## src/esd_pkg.sv

```systemverilog
package esd_pkg;

  // field widths
  localparam int unsigned IN_W   = 40;
  localparam int unsigned LATENCY = 9;

  // seconds to days: t / 86400 = (t >> 7) / 675
  localparam logic [9:0]  DAY_UNITS  = 10'd675;
  localparam logic [31:0] DAY_RECIP  = 32'((64'd1 << 41) / 64'd675);

  // saturation point and march-based origin shift
  localparam logic [21:0] LAST_DAY    = 22'd2932896;
  localparam logic [16:0] LAST_SEC    = 17'd86399;
  localparam logic [21:0] MARCH_SHIFT = 22'd719468;

  // year estimate: (d + 2) * 400 / 146097
  localparam logic [17:0] DAYS_PER_ERA = 18'd146097;
  localparam logic [31:0] YEAR_RECIP   = 32'((64'd1 << 48) / 64'd146097);

  // exact reciprocals for narrow operands
  localparam logic [16:0] HOUR_RECIP = 17'd74566;  // / 3600, shift 28
  localparam logic [12:0] MIN_RECIP  = 13'd4370;   // / 60, shift 18
  localparam logic [13:0] C100_RECIP = 14'd10486;  // / 100, shift 20
  localparam logic [10:0] MON_RECIP  = 11'd1714;   // / 153, shift 18

  localparam logic [8:0]  LATE_YDAY  = 9'd306;

  // day count and time of day handed from the splitter to the back end
  typedef struct packed {
    logic [21:0] mday;   // days from the march-based origin of year 0
    logic [30:0] span;   // (mday + 2) * 400
    logic [16:0] sod;    // second of the day
    logic [2:0]  wday;   // 0 = sunday
  } esd_day_t;

  // floor(367 * m / 12), first day of each march-based month
  function automatic logic [8:0] month_start(input logic [3:0] m);
    logic [8:0] r;
    case (m)
      4'd0:    r = 9'd0;
      4'd1:    r = 9'd30;
      4'd2:    r = 9'd61;
      4'd3:    r = 9'd91;
      4'd4:    r = 9'd122;
      4'd5:    r = 9'd152;
      4'd6:    r = 9'd183;
      4'd7:    r = 9'd214;
      4'd8:    r = 9'd244;
      4'd9:    r = 9'd275;
      4'd10:   r = 9'd305;
      4'd11:   r = 9'd336;
      4'd12:   r = 9'd367;
      default: r = 9'd0;
    endcase
    return r;
  endfunction

endpackage

```

## src/esd_split.sv

```systemverilog
module esd_split (
  input  logic                     clk,
  input  logic                     rst_n,
  input  logic                     in_vld,
  input  logic signed [39:0]       in_epoch,
  output logic                     out_vld,
  output esd_pkg::esd_day_t        out_day
);
  import esd_pkg::*;

  logic [2:0]  vld_r;
  logic [22:0] q0_r, q0_nxt;
  logic [31:0] x_r, x_nxt;
  logic [6:0]  lo_r, lo_nxt;
  logic [22:0] days_r, days_nxt;
  logic [16:0] sod_r, sod_nxt;
  esd_day_t    day_r, day_nxt;

  // stage 0: clamp negatives, reciprocal multiply for the day estimate
  logic [38:0] t;
  logic [63:0] dprod;
  always_comb begin
    t      = in_epoch[IN_W-1] ? '0 : in_epoch[IN_W-2:0];
    x_nxt  = t[38:7];
    lo_nxt = t[6:0];
    dprod  = 64'(x_nxt) * 64'(DAY_RECIP);
    q0_nxt = dprod[63:41];
  end

  // stage 1: remainder and one-step correction
  logic [32:0] qm;
  logic [31:0] rfull;
  logic [10:0] r11;
  logic        fix;
  always_comb begin
    qm       = 33'(q0_r) * 33'(DAY_UNITS);
    rfull    = x_r - qm[31:0];
    r11      = rfull[10:0];
    fix      = r11 >= 11'(DAY_UNITS);
    days_nxt = fix ? q0_r + 23'd1 : q0_r;
    sod_nxt  = {(fix ? 10'(r11 - 11'(DAY_UNITS)) : r11[9:0]), lo_r};
  end

  // stage 2: saturate past year 9999, march-based day count, weekday
  logic        over;
  logic [21:0] dc, md;
  logic [23:0] w;
  logic [5:0]  s1;
  logic [3:0]  s2;
  logic [2:0]  s3;
  always_comb begin
    over = days_r > {1'b0, LAST_DAY};
    dc   = over ? LAST_DAY : days_r[21:0];
    md   = dc + MARCH_SHIFT;
    day_nxt.mday = md;
    day_nxt.span = 31'({9'd0, md} + 31'd2) * 31'd400;
    day_nxt.sod  = over ? LAST_SEC : sod_r;
    // (dc + 4) mod 7 by folding octal digits, since 8 is 1 mod 7
    w  = 24'(dc) + 24'd4;
    s1 = '0;
    for (int i = 0; i < 8; i++) begin
      s1 = s1 + 6'(w[3*i +: 3]);
    end
    s2 = 4'(s1[5:3]) + 4'(s1[2:0]);
    s3 = 3'(s2[3]) + s2[2:0];
    day_nxt.wday = (s3 == 3'd7) ? 3'd0 : s3;
  end

  // valid pipe
  always_ff @(posedge clk) begin
    if (!rst_n) begin
      vld_r <= '0;
    end else begin
      vld_r <= {vld_r[1:0], in_vld};
    end
  end

  // payload pipe
  always_ff @(posedge clk) begin
    q0_r   <= q0_nxt;
    x_r    <= x_nxt;
    lo_r   <= lo_nxt;
    days_r <= days_nxt;
    sod_r  <= sod_nxt;
    day_r  <= day_nxt;
  end

  assign out_vld = vld_r[2];
  assign out_day = day_r;

endmodule

```

## src/esd_tod.sv

```systemverilog
module esd_tod (
  input  logic        clk,
  input  logic [16:0] in_sod,
  output logic [4:0]  out_hour,
  output logic [5:0]  out_minute,
  output logic [5:0]  out_second
);
  import esd_pkg::*;

  logic [16:0] s1_r;
  logic [4:0]  h1_r, h2_r, h3_r, h4_r, h5_r, h6_r, h1_nxt;
  logic [11:0] r2_r, r3_r, r2_nxt;
  logic [5:0]  m3_r, m4_r, m5_r, m6_r, m3_nxt;
  logic [5:0]  c4_r, c5_r, c6_r, c4_nxt;

  // hour by exact reciprocal
  logic [33:0] hp;
  always_comb begin
    hp     = 34'(in_sod) * 34'(HOUR_RECIP);
    h1_nxt = hp[32:28];
  end

  // seconds within the hour
  logic [16:0] hm;
  always_comb begin
    hm     = 17'(h1_r) * 17'd3600;
    r2_nxt = 12'(s1_r - hm);
  end

  // minute by exact reciprocal
  logic [23:0] mp;
  always_comb begin
    mp     = 24'(r2_r) * 24'(MIN_RECIP);
    m3_nxt = mp[23:18];
  end

  // second within the minute
  always_comb begin
    c4_nxt = 6'(r3_r - 12'(m3_r) * 12'd60);
  end

  // stages, the last two only align with the calendar path
  always_ff @(posedge clk) begin
    s1_r <= in_sod;
    h1_r <= h1_nxt;
    h2_r <= h1_r;
    r2_r <= r2_nxt;
    h3_r <= h2_r;
    r3_r <= r2_r;
    m3_r <= m3_nxt;
    h4_r <= h3_r;
    m4_r <= m3_r;
    c4_r <= c4_nxt;
    h5_r <= h4_r;
    m5_r <= m4_r;
    c5_r <= c4_r;
    h6_r <= h5_r;
    m6_r <= m5_r;
    c6_r <= c5_r;
  end

  assign out_hour   = h6_r;
  assign out_minute = m6_r;
  assign out_second = c6_r;

endmodule

```

## src/esd_cal.sv

```systemverilog
module esd_cal (
  input  logic                clk,
  input  logic                rst_n,
  input  logic                in_vld,
  input  esd_pkg::esd_day_t   in_day,
  output logic                out_vld,
  output logic [4:0]          out_day_of_month,
  output logic [3:0]          out_month,
  output logic [13:0]         out_year,
  output logic [2:0]          out_weekday
);
  import esd_pkg::*;

  logic [5:0]  vld_r;
  logic [2:0]  wd_r [6];
  logic [13:0] y0_r, y0_nxt, y2_r, y2_nxt, y3_r, y4_r, y4_nxt, y5_r;
  logic [30:0] span1_r;
  logic [21:0] md1_r, md2_r, md3_r;
  logic [6:0]  c3_r, c3_nxt;
  logic [21:0] y365_r, y365_nxt;
  logic [8:0]  yd4_r, yd4_nxt, yd5_r;
  logic [3:0]  mon5_r, mon5_nxt;
  logic [4:0]  dom_r, dom_nxt;
  logic [3:0]  mon_r, mon_nxt;
  logic [13:0] year_r, year_nxt;

  // year estimate by reciprocal multiply
  logic [62:0] yp;
  always_comb begin
    yp     = 63'(in_day.span) * 63'(YEAR_RECIP);
    y0_nxt = yp[61:48];
  end

  // one-step correction of the estimate
  logic [30:0] ym, chk;
  always_comb begin
    ym     = 31'(y0_r) * 31'(DAYS_PER_ERA);
    chk    = span1_r - ym;
    y2_nxt = (chk >= 31'(DAYS_PER_ERA)) ? y0_r + 14'd1 : y0_r;
  end

  // centuries and whole-year days
  logic [26:0] cp;
  always_comb begin
    cp        = 27'(y2_r) * 27'(C100_RECIP);
    c3_nxt    = cp[26:20];
    y365_nxt  = 22'(y2_r) * 22'd365;
  end

  // day of the march-based year, borrowing a year when it comes out negative
  logic [21:0] ydays;
  logic [22:0] diff;
  logic [6:0]  r100;
  logic        leap;
  always_comb begin
    ydays   = y365_r + 22'(y3_r[13:2]) - 22'(c3_r) + 22'(c3_r[6:2]);
    diff    = {1'b0, md3_r} - {1'b0, ydays};
    r100    = 7'(y3_r - 14'(c3_r) * 14'd100);
    leap    = (y3_r[1:0] == 2'b00) && ((r100 != 7'd0) || (c3_r[1:0] == 2'b00));
    yd4_nxt = diff[22] ? 9'(diff + 23'd365 + 23'(leap)) : diff[8:0];
    y4_nxt  = diff[22] ? y3_r - 14'd1 : y3_r;
  end

  // march-based month
  logic [10:0] mx;
  logic [21:0] mp;
  always_comb begin
    mx       = 11'({2'b0, yd4_r} + 11'd31) * 11'd5;
    mp       = 22'(mx) * 22'(MON_RECIP);
    mon5_nxt = mp[21:18];
  end

  // day of month and shift back to a january-based year
  logic [9:0] dm;
  logic       late;
  always_comb begin
    dm       = 10'({1'b0, yd5_r}) + 10'd31 - 10'(month_start(mon5_r));
    dom_nxt  = dm[4:0];
    late     = yd5_r >= LATE_YDAY;
    mon_nxt  = late ? mon5_r - 4'd10 : mon5_r + 4'd2;
    year_nxt = late ? y5_r + 14'd1 : y5_r;
  end

  // valid pipe
  always_ff @(posedge clk) begin
    if (!rst_n) begin
      vld_r <= '0;
    end else begin
      vld_r <= {vld_r[4:0], in_vld};
    end
  end

  // payload pipe
  always_ff @(posedge clk) begin
    wd_r[0] <= in_day.wday;
    for (int i = 1; i < 6; i++) begin
      wd_r[i] <= wd_r[i-1];
    end
    y0_r    <= y0_nxt;
    span1_r <= in_day.span;
    md1_r   <= in_day.mday;
    y2_r    <= y2_nxt;
    md2_r   <= md1_r;
    y3_r    <= y2_r;
    c3_r    <= c3_nxt;
    y365_r  <= y365_nxt;
    md3_r   <= md2_r;
    yd4_r   <= yd4_nxt;
    y4_r    <= y4_nxt;
    yd5_r   <= yd4_r;
    y5_r    <= y4_r;
    mon5_r  <= mon5_nxt;
    dom_r   <= dom_nxt;
    mon_r   <= mon_nxt;
    year_r  <= year_nxt;
  end

  assign out_vld          = vld_r[5];
  assign out_day_of_month = dom_r;
  assign out_month        = mon_r;
  assign out_year         = year_r;
  assign out_weekday      = wd_r[5];

endmodule

```

## src/epoch_seconds_to_utc_date.sv

```systemverilog
// channel      | ports                                        | handshake
// -------------+----------------------------------------------+---------------------------
// input        | in_epoch_seconds                             | start high, busy low
// result       | out_second, out_minute, out_hour,            | out_valid for one cycle
//              | out_day_of_month, out_month, out_year,       |
//              | out_weekday                                  |
//
// one transaction per cycle; each result follows its start through the nine register
// stages of the day split and calendar path.
// busy is never raised and the receiver cannot stall, so the pipe always moves.
// synchronous reset clears the valid bits only; transactions in flight are dropped.
module epoch_seconds_to_utc_date (
  input  logic               clk,
  input  logic               rst_n,
  input  logic               start,
  output logic               busy,
  input  logic signed [39:0] in_epoch_seconds,
  output logic               out_valid,
  output logic [5:0]         out_second,
  output logic [5:0]         out_minute,
  output logic [4:0]         out_hour,
  output logic [4:0]         out_day_of_month,
  output logic [3:0]         out_month,
  output logic [13:0]        out_year,
  output logic [2:0]         out_weekday
);
  import esd_pkg::*;

  logic     day_vld;
  esd_day_t day;

  // never holds off a transaction
  assign busy = 1'b0;

  // seconds to day count and second of day
  esd_split u_split (
    .clk      (clk),
    .rst_n    (rst_n),
    .in_vld   (start & ~busy),
    .in_epoch (in_epoch_seconds),
    .out_vld  (day_vld),
    .out_day  (day)
  );

  // time of day
  esd_tod u_tod (
    .clk        (clk),
    .in_sod     (day.sod),
    .out_hour   (out_hour),
    .out_minute (out_minute),
    .out_second (out_second)
  );

  // calendar date
  esd_cal u_cal (
    .clk              (clk),
    .rst_n            (rst_n),
    .in_vld           (day_vld),
    .in_day           (day),
    .out_vld          (out_valid),
    .out_day_of_month (out_day_of_month),
    .out_month        (out_month),
    .out_year         (out_year),
    .out_weekday      (out_weekday)
  );

endmodule

```

## config.mk

```make
export PLATFORM = sky130hd
export DESIGN_NAME = epoch_seconds_to_utc_date
export DESIGN_NICKNAME = d
export VERILOG_FILES = /design/src/esd_pkg.sv /design/src/esd_split.sv /design/src/esd_tod.sv /design/src/esd_cal.sv /design/src/epoch_seconds_to_utc_date.sv
export SDC_FILE = /design/constraint.sdc
export NUM_CORES = 2
export LEC_CHECK = 0
export BUFFER_PORTS_ARGS = -buffer_cell sky130_fd_sc_hd__buf_2
export CAP_MARGIN = 10
export CORE_AREA = 2 2 274 547
export CTS_CLUSTER_DIAMETER = 50
export DETAILED_ROUTE_END_ITERATION = 12
export DIE_AREA = 0 0 276 549
export GPL_ROUTABILITY_DRIVEN = 0
export HOLD_SLACK_MARGIN = 0.15
export PLACE_DENSITY = 0.61
export SYNTH_ARGS = -nofsm -noshare
export SYNTH_HDL_FRONTEND = slang
export SYNTH_HIERARCHICAL = 1
export SYNTH_SLANG_ARGS = --single-unit
export TNS_END_PERCENT = 20
```

## constraint.sdc

```tcl
create_clock -name clk -period 21.3 [get_ports clk]
set_input_delay 1.065 -clock clk [delete_from_list [all_inputs] [get_ports clk]]
set_output_delay 1.065 -clock clk [all_outputs]
set_load 0.05 [all_outputs]
```

==> impl_metrics.yaml <==
setup_path:
  crit_type: "flop to flop"
  critPathSlowestCell: "nor4_1"
  reg2reg_depth: 25
  crit_top_cell: "fa_1"
  r2r_end: "u_cal/y0_r[13]"
  r2r_slack_ns: 12.46
  reg2reg_from: "u_split/out_day[34]"
  end_kind: "flop"
  start_kind: "flop"
  crit_path_max_fanout: 9
  worstPathArrival_ns: 9.38
  required_ns: 21.84
  max_stage_delay_ns: 0.86
cts:
  cts_max_path_buffers: 3
  cts_sinks: 522
  clk_pin_slew_ns: 0.06
  h-tree-depth: 3
  post_cts_buffers: 0
  cts_buffers: 69
  tritoncts: "built"
  postCtsResizedCells: 0
  clock_latency_ns: 0.67
  cts-root-buf: "clkbuf_16"
  ctsHoldBuffers: 0
hold_path:
  hold_depth: 0
  holdCritStartpoint: "u_split/lo_r[5]"
  min_path_type: "flop to flop"
  hold_path_end: "u_split/sod_r[5]"
global_route:
  antenna_found_initial: 3
  grt_overflow: 0
  first_global_vias: 47700
  grtUsageTotal_pct: 22.0
  grt_max_degree: 40
  grt_pass1_wl_mm: 261
synthesis:
  syn-cell-area_sq_um: 69000
  async_flop_share_pct: 0
  ys_top_cells_by_area: "fa_1 29%, ha_1 29%, dfxtp_1 15%"
  synthCells: 6810
  synth_top_area_share_pct: 28.7
  ys_seq_area_share_pct: 15.2
  synth_area_per_cell_sq_um: 10.1
  ys_warn_count: 6
  synth_area_leader_cell: "fa_1"
  ys_types: 114
  ys_ff_latch: 522
  synth_edf_count: 0
  synth-main-ff-cell: "dfxtp_1"
flow_run:
  cap_violations: 0
detailed_routing:
  vias: 44800
  routedWlPerCell_um: 17.9
  drt-vias-per-instance: 5.02
  routed_wl_mm: 160
  drcViolationCount: 24
  postRouteAntennaNets: 0
  drtPass1Iterations: 12
  drt_iter0_markers: 2147
floorplan:
  core_area_sq_um: 148000
  fp.dieH_um: 549
  die_w_um: 276
  num_rows: 200
  die_area_sq_um: 152000
  start_util_pct: 46.7
  io_pins: 88
final_layout:
  nFillCells: 13800
  area_growth_pct: 7.49
  finalNetCount: 9545
  final_layout_size_suffix_gt1_share_pct: 4.18
sta:
  finClkSkew_ns: 0.0331
  tns_ns: 0
  fmax_mhz: 113
  finalCritPeriodShare_pct: 41.5
  max-slew-margin-rel_pct: 22.7
  setup_viol: 0
  hold_viol: 0
  finalMaxSlewViolations: 0
  rsz0062_at_grt: "false"
  finalCriticalPeriod_ns: 8.84
  tightest_slew_ns: 1.16
outcome:
  status: "complete, but fails checks"
  violations: "DRC"
placed_design:
  dpl.hpwl_mm: 139
  port-buffer-count: 86
==> critical path, delay by kind of cell, from the launching register on <==
family | cells | cell delay, ns
buffers and inverters | 5 | 0.71
DFF | 1 | 0.78
xor gates and xnor gates | 1 | 0.12
adders and majority gates | 9 | 4.32
AOI/OAI and AO/OA | 6 | 1.39
and+or+nand+nor | 4 | 1.39
==> per-layer routing <==
metal  track usage (%)  wire (um)  vias to the layer above
met2              36.6      74400                      841
met3              2.94       7610                      209
met4              6.87       4830                        2
met1              29.9      72800                    21900
met5                 0         18                        -
li1                  -          -                    21800
==> worst max-delay path by stage <==
stage | start | to | depth (start not counted)
6_report | u_split/out_day[34] | u_cal/y0_r[13] | 25
5_1_grt | u_split/out_day[34] | u_cal/y0_r[13] | 25
4_1_cts | u_split/out_day[34] | u_cal/y0_r[13] | 25
3_5_place_dp | in_epoch_seconds[39] | u_split/q0_r[11] | 25
3_3_place_gp | u_split/out_day[34] | u_cal/y0_r[13] | 24
2_1_floorplan | in_epoch_seconds[39] | u_split/q0_r[11] | 24
==> cell usage after synthesis, types with 20 or more instances <==
library cell  count
ha_1           1572
nand2_1         159
and2_1           35
nand3_1         104
nor3_1           49
o21a_1           32
a21oi_1         183
xnor2_1         235
or3_1            25
nand4_1          43
nand2b_1         57
dfxtp_1         522
fa_1            990
a211oi_1         26
a31oi_1          28
clkbuf_1         26
a21o_1           79
o21ai_0         123
and3_1           40
xor2_1           95
nor2_1          157
inv_1          1859
nor2b_1          51
o211ai_1         20
==> cell type report <==
cell class	count	area [sq um]	share of cell area (%)
Timing Repair Buffer	103	558	0.753
Antenna cell	2	5.00	0.00675
Tap cell	1919	2400	3.24
Multi-Input combinational cell	4385	51300	69.2
Clock inverter	43	611	0.824
Inverter	1859	6980	9.41
Clock buffer	82	1840	2.48
Sequential cell	522	10500	14.1
==> logic make-up after synthesis <==
| logic type | Yosys count | synth area share (%) |
|---|---|---|
| other cells | 3 | 0.0163 |
| fa+ha+maj | 2562 | 57.3 |
| buf+inv | 1908 | 10.5 |
| xor+xnor | 331 | 4.21 |
| flops | 522 | 15.2 |
| mux | 16 | 0.243 |
| simple gates | 810 | 6.22 |
| compound gates | 658 | 6.37 |
==> state kept, by name (all words and copies together) (netlist names), 17 cells and up, named ones only <==
register / flops
u_split/sod_r: 17
u_split/days_r: 23
u_cal/md2_r: 22
u_cal/span1_r: 31
u_split/q0_r: 23
u_split/out_day: 68
u_cal/md3_r: 22
u_cal/md1_r: 22
u_cal/y365_r: 22
u_cal/wd_r: 18
==> per-stage QoR <==
stage,worst slack [ns],instances,cell area (sq um),hold WS [ns],util [%]
2_1_floorplan,13.39,6815,69000,0.310,-
3_3_place_gp,12.05,8787,71700,0.310,48.5
3_5_place_dp,12.53,8788,71700,0.312,48.5
4_1_cts,12.60,8913,74100,0.301,50.2
5_1_grt,12.16,8913,74100,0.317,50.2
6_report,12.46,8915,74100,0.302,50.2
==> placed cells by master (no fill, tap or decap), types with 17 or more instances in the layout <==
master	count
a211oi_1	26
a21boi_0	18
a21o_1	79
a21oi_1	183
a31oi_1	28
and2_1	35
and3_1	40
buf_2	86
buf_4	17
clkbuf_16	71
dfxtp_1	522
fa_1	990
ha_1	1572
inv_1	1859
nand2_1	159
nand2b_1	57
nand3_1	104
nand4_1	43
nor2_1	157
nor2b_1	51
nor3_1	49
o211ai_1	20
o21a_1	32
o21ai_0	123
or3_1	25
xnor2_1	235
xor2_1	95
Power is left out: the tool's default activity adds up to more than one toggle a clock period on the data nets, which glitch-free logic cannot reach.
